**config.mk**
```make
export PLATFORM = sky130hd
export DESIGN_NAME = rtch_front
export DESIGN_NICKNAME = d
export VERILOG_FILES = /design/src/hdl/rtch_pkg.sv /design/src/hdl/rtch_front.sv
export SDC_FILE = /design/constraint.sdc
export NUM_CORES = 1
export LEC_CHECK = 0
export ABC_AREA = 1
export BUFFER_PORTS_ARGS = -buffer_cell sky130_fd_sc_hd__buf_2
export CAP_MARGIN = 20
export CORE_ASPECT_RATIO = 0.5
export CORE_UTILIZATION = 40
export CTS_CLUSTER_DIAMETER = 80
export DETAILED_ROUTE_END_ITERATION = 10
export SYNTH_ARGS = -nofsm -noshare
export SYNTH_HDL_FRONTEND = slang
export SYNTH_SLANG_ARGS = --single-unit
```
**constraint.sdc**
```tcl
create_clock -name aclk -period 17.9 [get_ports aclk]
set_clock_uncertainty 0.05 [all_clocks]
set_input_delay 0.895 -clock aclk [delete_from_list [all_inputs] [get_ports aclk]]
set_output_delay 0.895 -clock aclk [all_outputs]
set_load 0.1 [all_outputs]
```
**src/hdl/rtch_pkg.sv**
```systemverilog
// Shared types, constants and the multiply program of the closest-hit unit.
package rtch_pkg;

    localparam int COORD_BITS = 32;
    localparam int FRAC_BITS  = 16;
    localparam int INDEX_BITS = 24;

    localparam int DIST_BITS = COORD_BITS - 1;
    localparam int BARY_BITS = FRAC_BITS + 1;
    localparam int NB        = COORD_BITS + 1;
    localparam int WW        = 4 * COORD_BITS + 4;

    localparam int IN_BITS     = 9 * COORD_BITS + INDEX_BITS + DIST_BITS;
    localparam int IN_TDATA_W  = ((IN_BITS + 7) / 8) * 8;
    localparam int OUT_BITS    = 2 + INDEX_BITS + DIST_BITS + 2 * BARY_BITS;
    localparam int OUT_TDATA_W = ((OUT_BITS + 7) / 8) * 8;

    localparam int IN_INDEX_LSB = 9 * COORD_BITS;
    localparam int IN_LIMIT_LSB = IN_INDEX_LSB + INDEX_BITS;

    localparam int OUT_FOUND_LSB = 0;
    localparam int OUT_TRI_LSB   = 1;
    localparam int OUT_DIST_LSB  = OUT_TRI_LSB + INDEX_BITS;
    localparam int OUT_U_LSB     = OUT_DIST_LSB + DIST_BITS;
    localparam int OUT_V_LSB     = OUT_U_LSB + BARY_BITS;
    localparam int OUT_REPL_LSB  = OUT_V_LSB + BARY_BITS;

    localparam int QUEUE_DEPTH = 2;
    localparam int QPTR_W      = $clog2(QUEUE_DEPTH);
    localparam int QCNT_W      = $clog2(QUEUE_DEPTH + 1);

    localparam int MCNT_W = $clog2(NB);
    localparam int QB_W   = $clog2(COORD_BITS);
    localparam int STEP_W = 5;

    localparam logic [STEP_W-1:0] LAST_CALC_STEP = STEP_W'(23);
    localparam logic [STEP_W-1:0] LIM_STEP       = STEP_W'(24);

    typedef enum logic {
        MODE_RAY = 1'b0,
        MODE_TRI = 1'b1
    } mode_t;

    typedef struct packed {
        mode_t                          mode;
        logic [2:0][COORD_BITS-1:0]     vec_a;
        logic [2:0][COORD_BITS-1:0]     vec_b;
        logic [2:0][COORD_BITS-1:0]     vec_c;
        logic [INDEX_BITS-1:0]          tri_index;
        logic [DIST_BITS-1:0]           start_limit;
    } item_t;

    typedef enum logic [3:0] {
        A_E1_0, A_E1_1, A_E1_2, A_E2_0, A_E2_1, A_E2_2,
        A_PV0, A_PV1, A_PV2, A_QV0, A_QV1, A_QV2, A_DET
    } a_src_t;

    typedef enum logic [3:0] {
        B_D0, B_D1, B_D2, B_E1_0, B_E1_1, B_E1_2, B_E2_0, B_E2_1, B_E2_2,
        B_TV0, B_TV1, B_TV2, B_BEST
    } b_src_t;

    typedef enum logic [3:0] {
        W_PV0, W_PV1, W_PV2, W_QV0, W_QV1, W_QV2,
        W_DET, W_UN, W_VN, W_TN, W_LIM
    } dst_t;

    typedef enum logic [1:0] {
        OP_SET, OP_ADD, OP_SUB
    } acc_op_t;

    typedef struct packed {
        a_src_t  a;
        b_src_t  b;
        dst_t    dst;
        acc_op_t op;
    } uop_t;

    typedef enum logic [1:0] {
        DV_T, DV_U, DV_V
    } div_sel_t;

    typedef enum logic [3:0] {
        ST_IDLE, ST_MUL_GO, ST_MUL_WAIT, ST_NORM, ST_CHECK, ST_CMP,
        ST_DIV_GO, ST_DIV_WAIT, ST_RESULT
    } back_state_t;

    typedef struct packed {
        logic pop;
        logic mul_start;
        logic div_start;
        logic out_load;
    } back_ctrl_t;

    // Products of the cross and dot products, then the limit product.
    function automatic uop_t uop_at(input logic [STEP_W-1:0] step);
        uop_t u;
        unique case (step)
            5'd0:    u = '{A_E2_2, B_D1,   W_PV0, OP_SET};
            5'd1:    u = '{A_E2_1, B_D2,   W_PV0, OP_SUB};
            5'd2:    u = '{A_E2_0, B_D2,   W_PV1, OP_SET};
            5'd3:    u = '{A_E2_2, B_D0,   W_PV1, OP_SUB};
            5'd4:    u = '{A_E2_1, B_D0,   W_PV2, OP_SET};
            5'd5:    u = '{A_E2_0, B_D1,   W_PV2, OP_SUB};
            5'd6:    u = '{A_PV0,  B_E1_0, W_DET, OP_SET};
            5'd7:    u = '{A_PV1,  B_E1_1, W_DET, OP_ADD};
            5'd8:    u = '{A_PV2,  B_E1_2, W_DET, OP_ADD};
            5'd9:    u = '{A_PV0,  B_TV0,  W_UN,  OP_SET};
            5'd10:   u = '{A_PV1,  B_TV1,  W_UN,  OP_ADD};
            5'd11:   u = '{A_PV2,  B_TV2,  W_UN,  OP_ADD};
            5'd12:   u = '{A_E1_2, B_TV1,  W_QV0, OP_SET};
            5'd13:   u = '{A_E1_1, B_TV2,  W_QV0, OP_SUB};
            5'd14:   u = '{A_E1_0, B_TV2,  W_QV1, OP_SET};
            5'd15:   u = '{A_E1_2, B_TV0,  W_QV1, OP_SUB};
            5'd16:   u = '{A_E1_1, B_TV0,  W_QV2, OP_SET};
            5'd17:   u = '{A_E1_0, B_TV1,  W_QV2, OP_SUB};
            5'd18:   u = '{A_QV0,  B_D0,   W_VN,  OP_SET};
            5'd19:   u = '{A_QV1,  B_D1,   W_VN,  OP_ADD};
            5'd20:   u = '{A_QV2,  B_D2,   W_VN,  OP_ADD};
            5'd21:   u = '{A_QV0,  B_E2_0, W_TN,  OP_SET};
            5'd22:   u = '{A_QV1,  B_E2_1, W_TN,  OP_ADD};
            5'd23:   u = '{A_QV2,  B_E2_2, W_TN,  OP_ADD};
            default: u = '{A_DET,  B_BEST, W_LIM, OP_SET};
        endcase
        return u;
    endfunction

endpackage

```
**src/hdl/rtch_front.sv**
```systemverilog
// Input stage: unpacks beats and queues them for the sequencer.
module rtch_front (
    input  logic                             aclk,
    input  logic                             aresetn,
    input  logic                             s_tvalid,
    output logic                             s_tready,
    input  logic [rtch_pkg::IN_TDATA_W-1:0]  s_tdata,
    input  logic                             s_tuser,
    output rtch_pkg::item_t                  item,
    output logic                             item_valid,
    input  logic                             item_pop
);

    rtch_pkg::item_t                  mem_reg [rtch_pkg::QUEUE_DEPTH];
    rtch_pkg::item_t                  in_item;
    logic [rtch_pkg::QPTR_W-1:0]      wr_ptr_reg, wr_ptr_next;
    logic [rtch_pkg::QPTR_W-1:0]      rd_ptr_reg, rd_ptr_next;
    logic [rtch_pkg::QCNT_W-1:0]      count_reg, count_next;
    logic                             push;
    logic                             pop;

    always_comb begin
        in_item.mode = rtch_pkg::mode_t'(s_tuser);
        for (int k = 0; k < 3; k++) begin
            in_item.vec_a[k] = s_tdata[k*rtch_pkg::COORD_BITS +: rtch_pkg::COORD_BITS];
            in_item.vec_b[k] = s_tdata[(3+k)*rtch_pkg::COORD_BITS +: rtch_pkg::COORD_BITS];
            in_item.vec_c[k] = s_tdata[(6+k)*rtch_pkg::COORD_BITS +: rtch_pkg::COORD_BITS];
        end
        in_item.tri_index   = s_tdata[rtch_pkg::IN_INDEX_LSB +: rtch_pkg::INDEX_BITS];
        in_item.start_limit = s_tdata[rtch_pkg::IN_LIMIT_LSB +: rtch_pkg::DIST_BITS];
    end

    assign s_tready   = (count_reg != rtch_pkg::QCNT_W'(rtch_pkg::QUEUE_DEPTH));
    assign item_valid = (count_reg != '0);
    assign item       = mem_reg[rd_ptr_reg];
    assign push       = s_tvalid && s_tready;
    assign pop        = item_pop && item_valid;

    always_comb begin
        wr_ptr_next = wr_ptr_reg;
        rd_ptr_next = rd_ptr_reg;
        count_next  = count_reg;
        if (push) begin
            wr_ptr_next = (wr_ptr_reg == rtch_pkg::QPTR_W'(rtch_pkg::QUEUE_DEPTH - 1)) ?
                          '0 : wr_ptr_reg + 1'b1;
        end
        if (pop) begin
            rd_ptr_next = (rd_ptr_reg == rtch_pkg::QPTR_W'(rtch_pkg::QUEUE_DEPTH - 1)) ?
                          '0 : rd_ptr_reg + 1'b1;
        end
        if (push && !pop) begin
            count_next = count_reg + 1'b1;
        end else if (pop && !push) begin
            count_next = count_reg - 1'b1;
        end
    end

    always_ff @(posedge aclk) begin
        if (!aresetn) begin
            wr_ptr_reg <= '0;
            rd_ptr_reg <= '0;
            count_reg  <= '0;
        end else begin
            wr_ptr_reg <= wr_ptr_next;
            rd_ptr_reg <= rd_ptr_next;
            count_reg  <= count_next;
        end
    end

    always_ff @(posedge aclk) begin
        if (push) begin
            mem_reg[wr_ptr_reg] <= in_item;
        end
    end

endmodule

```
==> results of run 1 <==
-- through the flow --
step | hold WS (ns) | util (%) | setup slack (ns)
after floorplan | 0.417 | - | 1.18
after global placement | 0.437 | 47.5 | 13.72
after detailed placement | 0.439 | 47.5 | 13.74
after CTS | 0.376 | 50.6 | 13.07
after global routing | 0.376 | 50.7 | 12.91
final | 0.431 | 50.7 | 13.18
-- layout make-up --
type                       instances  area [um^2]  area share, %
clock inverter                    36          408           1.27
multi-input combinational        368         4600           14.3
timing repair buffer             708         3610           11.2
tap                              837         1050           3.26
sequential                       693        20800           64.7
clock buffer                      74         1580           4.91
inverter                           8         30.0         0.0936
antenna                           19         47.5          0.148
-- cells by family (layout without fill, tap and decap cells) --
group | after synthesis | in the layout | synth area share (%)
compound gates | 4 | 4 | 0.0877
other cells | 0 | 19 | 0
buf+inv | 46 | 826 | 1.31
fa+ha+maj | 1 | 1 | 0.0487
simple gates | 19 | 19 | 0.292
flops | 693 | 693 | 80.8
mux | 344 | 344 | 17.4
-- synthesized netlist by cell type --
| cell | count | area [um^2] |
|---|---|---|
| edfxtp_1 | 688 | 20700 |
| mux2_2 | 184 | 2070 |
| mux2_4 | 160 | 2400 |
| buf_2 | 19 | 95.1 |
| buf_6 | 18 | 203 |
| nand2_1 | 9 | 33.8 |
| inv_1 | 8 | 30.0 |
| nor2_1 | 8 | 30.0 |
| dfxtp_1 | 5 | 100 |
| o21ai_0 | 2 | 10.0 |
| a21oi_1 | 1 | 5.00 |
| buf_4 | 1 | 7.51 |
| ha_1 | 1 | 12.5 |
| nand3_1 | 1 | 5.00 |
| nand4_1 | 1 | 6.26 |
| o21a_1 | 1 | 7.51 |
-- worst register-to-register path, cell delays in order, from the launching register on --
cell	delay, ns
dfxtp_1	0.35
inv_1	0.09
nand2_1	0.08
nand2_1	0.16
nor2_4	0.13
buf_4	0.58
buf_4	0.91
-- metal layers --
layer | global-route usage (%) | part of all wire, %
met1 | 19.9 | 36
met2 | 35.3 | 57
met3 | 4.33 | 4.4
met4 | 6.00 | 2.5
met5 | 0 | 0.12
-- power breakdown --
group,switching [mW],internal (mW)
registers,0.0567,2.05
logic,2.11,0.476
clock network,0.569,0.754
total,2.74,3.28
-- how the worst min path moves through the flow --
stage / start / to / depth (start not counted)
global placement: rd_ptr_reg / flop / 2
detailed placement: rd_ptr_reg / flop / 2
CTS: s_tdata[103] / mem_reg[0][158] / 1
finish: s_tdata[236] / mem_reg[0][99] / 1
floorplan: rd_ptr_reg / flop / 2
global route: s_tdata[308] / mem_reg[1][51] / 1
==> reports/results.ini, run 1 <==
[run_status]
status=complete, no violations

[global_routing]
track_usage_pct=18.4
grt_pass1_wl_mm=86.6
gr-total-overflow=0
grt_start_max_net_pins=125
antenna_found_initial=23
grt_pass1_vias=13047

[layout]
final_common_cell=buf_2
final_cell_area_um2=32100
final_cell_mix=693 x buf_2, 688 x edfxtp_1, 184 x mux2_2, 160 x mux2_4, 61 x clkbuf_16
layout-drive-gt1-share_pct=60.5
final_cells=2743
final_nets=2190
n_fill_cell=5356
syn2layout_area_growth_pct=24.9
largest_reg_flops=688

[power_and_ir_drop]
finalPower_mw=6.02
p_per_area_nw_per_um2=188
ir_worst_vdd_mv=0.132
p_leak_nw=12.2

[clock_tree]
cts_setup_buffers=0
tritoncts=built
numCtsBuffers=61
cts_hold_buf=0
h-tree-depth=2
cts_root_buf=clkbuf_16
ctsResizeCount=0
clock_sinks=693
clockBufferDepth=3
clkSlewWorstSetupHoldPaths_ns=0.07
clock_latency_ns=0.59

[placement]
post-dp-hpwl_mm=44.0
post_dp_cell_area_um2=30000
gp_congestion=0.816
dp_cells=2614
portBuffers=693

[die]
core_um2=63300
die_h_um=181
boundaryPins=695
design.die.area_um2=65300
dieWidth_um=360
rows=65
initial_core_util_pct=40.6

[timing]
timing.fmax_mhz=212
rsz0062_at_grt=no
slew_viol_final=0
min_period_over_period_pct=26.4
tightest_slew_ns=1.01
setup_viol=0
hold_viol_final=0
max_slew_margin_pct=33.0
fin_crit_ns=4.72
tns_ns=0

[synth]
synth.avg_cell_area_um2=23.2
syn_area_um2=25700
synth_cell_types=16
yosysSeqAreaShare_pct=80.8
syn_nets=1457
synth_warnings=0
syn_inst=1107
ys_seq_elements=693

[drt]
first_iter_violations=708
viasPerCell=4.68
ant_nets=0
first_pass_iters=4
drc=0
wirelength_mm=62.2
wl_per_cell_um=22.7
routed-via-count=12833

[critical_path]
reg2reg_slack_ns=15.07
worstPathArrival_ns=3.77
critical_path_class=flop to output pin
critPathBufInv=3
r2r-end=mem_reg[0][190]
slowest_stage=dfxtp_4
r2r_cells=6
endpoint=item[258]
slowest_delay_ns=0.79
cp.depth=4
crit_path_end_kind=output pin
startpoint_type=flop
worst_ep_required_time_ns=16.96
r2r-start=count_reg[0]
critPathMaxFanout=120
path_cells=buf_4, buf_12, mux2_4, buf_2
cp_top_family=buffers and inverters

[min_path]
holdCritPathClass=input port to flop

[flow_run]
cap_violations=0

No activity file was read; power rests on OpenSTA's default activity.
==> run 2: changes to the inputs <==
Settings changed: ABC_AREA 1 to 0, PLACE_DENSITY from default to 0.66.
Clock period 17.9 ns to 4.3 ns, I/O delays scaled along.
==> reports/results.ini, run 2 <==
[run_status]
status=complete, no violations

[clock_tree]
cts_root_buf=clkbuf_16
h-tree-depth=3
cts_setup_buffers=0
clock_latency_ns=0.57
clkSlewWorstSetupHoldPaths_ns=0.06
numCtsBuffers=66
clock_sinks=693
clockBufferDepth=3
tritoncts=built

[timing]
tightest_slew_ns=0.887
setup_viol=0
tns_ns=0
min_period_over_period_pct=69.5
timing.fmax_mhz=334
holdWs_ns=0.0621
fin_ws_ns=1.31
fin_crit_ns=2.99
rsz0062_at_grt=no
slew_viol_final=0
max_slew_margin_pct=40.7
hold_viol_final=0

[critical_path]
slowest_delay_ns=0.82
worstPathArrival_ns=2.73
cp_top_family=buffers and inverters
startpoint_type=flop
critPathBufInv=2
crit_path_end_kind=output pin
slowest_stage=dfxtp_4
critPathMaxFanout=38
critical_path_class=flop to output pin
path_cells=buf_4, mux2_2, buf_2
reg2reg_slack_ns=1.93
worst_ep_required_time_ns=4.03

[placement]
post-dp-hpwl_mm=46.3
gp_congestion=0.858
portBuffers=693
post-place-ws_ns=1.88

[drt]
wl_per_cell_um=22.2
wirelength_mm=68.3
first_iter_violations=1026
routed-via-count=14809
drc=0
top_layer=met5
wl_met1_mm=25.6
ant_nets=0
wl_met2_mm=37.1
viasPerCell=4.80
first_pass_iters=5
routed-wl-met3_mm=3.11

[die]
core_um2=63300
design.die.area_um2=65300
dieWidth_um=360
initial_core_util_pct=40.6
boundaryPins=695
rows=65
die_h_um=181

[synth]
synth_top_area_share_pct=80.5
ys_top_cells_by_area=edfxtp_1 80%, mux2_4 9.4%, mux2_2 8.1%
syn_nets=1444
async_reset_ff_share_pct=0
post-synth-top-count-cell=edfxtp_1
syn_inst=1094
synth_edf_count=688
netlist_top_cells_count=688 x edfxtp_1, 184 x mux2_2, 160 x mux2_4
syn_area_um2=25700
ys_seq_elements=693
synth.avg_cell_area_um2=23.5
synth-main-ff-cell=edfxtp_1
yosysTopAreaCell=edfxtp_1
yosysSeqAreaShare_pct=80.9
synth_cell_types=21
synth_warnings=0

[layout]
layout-drive-gt1-share_pct=52.1
largest_reg_flops=688
final_nets=2542
syn2layout_area_growth_pct=40.2
final_common_cell=buf_2
ff_latch_area_um2=20800
final_cell_mix=693 x buf_2, 688 x edfxtp_1, 346 x dlygate4sd3_1, 184 x mux2_2, 160 x mux2_4
n_fill_cell=4846
multiInputGateArea_um2=4620

[power_and_ir_drop]
p_leak_nw=13.8
p_per_area_nw_per_um2=753
ir_worst_vdd_mv=0.366

[global_routing]
antenna_found_initial=8
track_usage_pct=20.3
grt_pass1_vias=15475
grt_pass1_wl_mm=97.2
grt_start_max_net_pins=73
gr-total-overflow=0

[flow_run]
cap_violations=0

[min_path]
holdCritPathClass=input port to flop

==> run 2: timing repair <==
item	4_1_cts	5_1_grt
hold buffers	346	0
hold endpoints to repair	693	0
gates resized for setup	0	0
==> run 2: layout make-up <==
type / count / area share (%)
inverters: 1 / 0.0209
clock buffers: 82 / 5.05
diodes: 5 / 0.0348
clock inverters: 34 / 1.18
flip-flops and latches: 693 / 57.7
multi-input cells: 362 / 12.8
repair buffers: 1068 / 20.3
well taps: 837 / 2.91
==> run 2: through the flow <==
step	instance area (um^2)	utilization [%]	std cells	total power, mW
2_1_floorplan	25700	-	1094	19.1
3_3_place_gp	30300	47.8	2615	20.8
3_5_place_dp	30300	47.8	2615	20.9
4_1_cts	36000	56.9	3077	27.2
5_1_grt	36000	56.9	3080	27.8
6_report	36000	56.9	3082	27.1
==> run 2: final timing paths <==
kind,startpoint,cells past startpoint,to
hold / removal,item_pop,4,rd_ptr_reg
setup reg to reg,count_reg[1],4,mem_reg[0][326]
setup / recovery,flop,3,item[2]
hold reg to reg,count_reg[1],2,count_reg[1]
==> run 2: cell families after synthesis <==
| logic type | Yosys count | synth area share, % |
|---|---|---|
| buf+inv | 39 | 1.20 |
| compound gates | 5 | 0.136 |
| xor+xnor | 3 | 0.102 |
| simple gates | 9 | 0.224 |
| flops | 693 | 80.9 |
| fa+ha+maj | 1 | 0.0487 |
| mux | 344 | 17.4 |
==> run 2: worst reg2reg max path, delay by kind of cell (launching register included) <==
kind                   cells  cell delay, ns
AND/OR/NAND/NOR            2            0.25
buffers and inverters      2            1.33
flip-flops                 1            0.42
==> run 2: routing by layer <==
layer	global-route usage (%)	up-vias
met5	0	-
met4	7.90	2
met3	3.68	143
met2	36.9	447
met1	23.9	7615
li1	-	6602
==> run 2: power breakdown <==
part / total (mW) / internal (mW) / switching (mW)
registers: 8.68 / 8.43 / 0.255
logic: 12.3 / 2.52 / 9.81
clock network: 6.09 / 3.61 / 2.48
total: 27.1 / 14.6 / 12.5
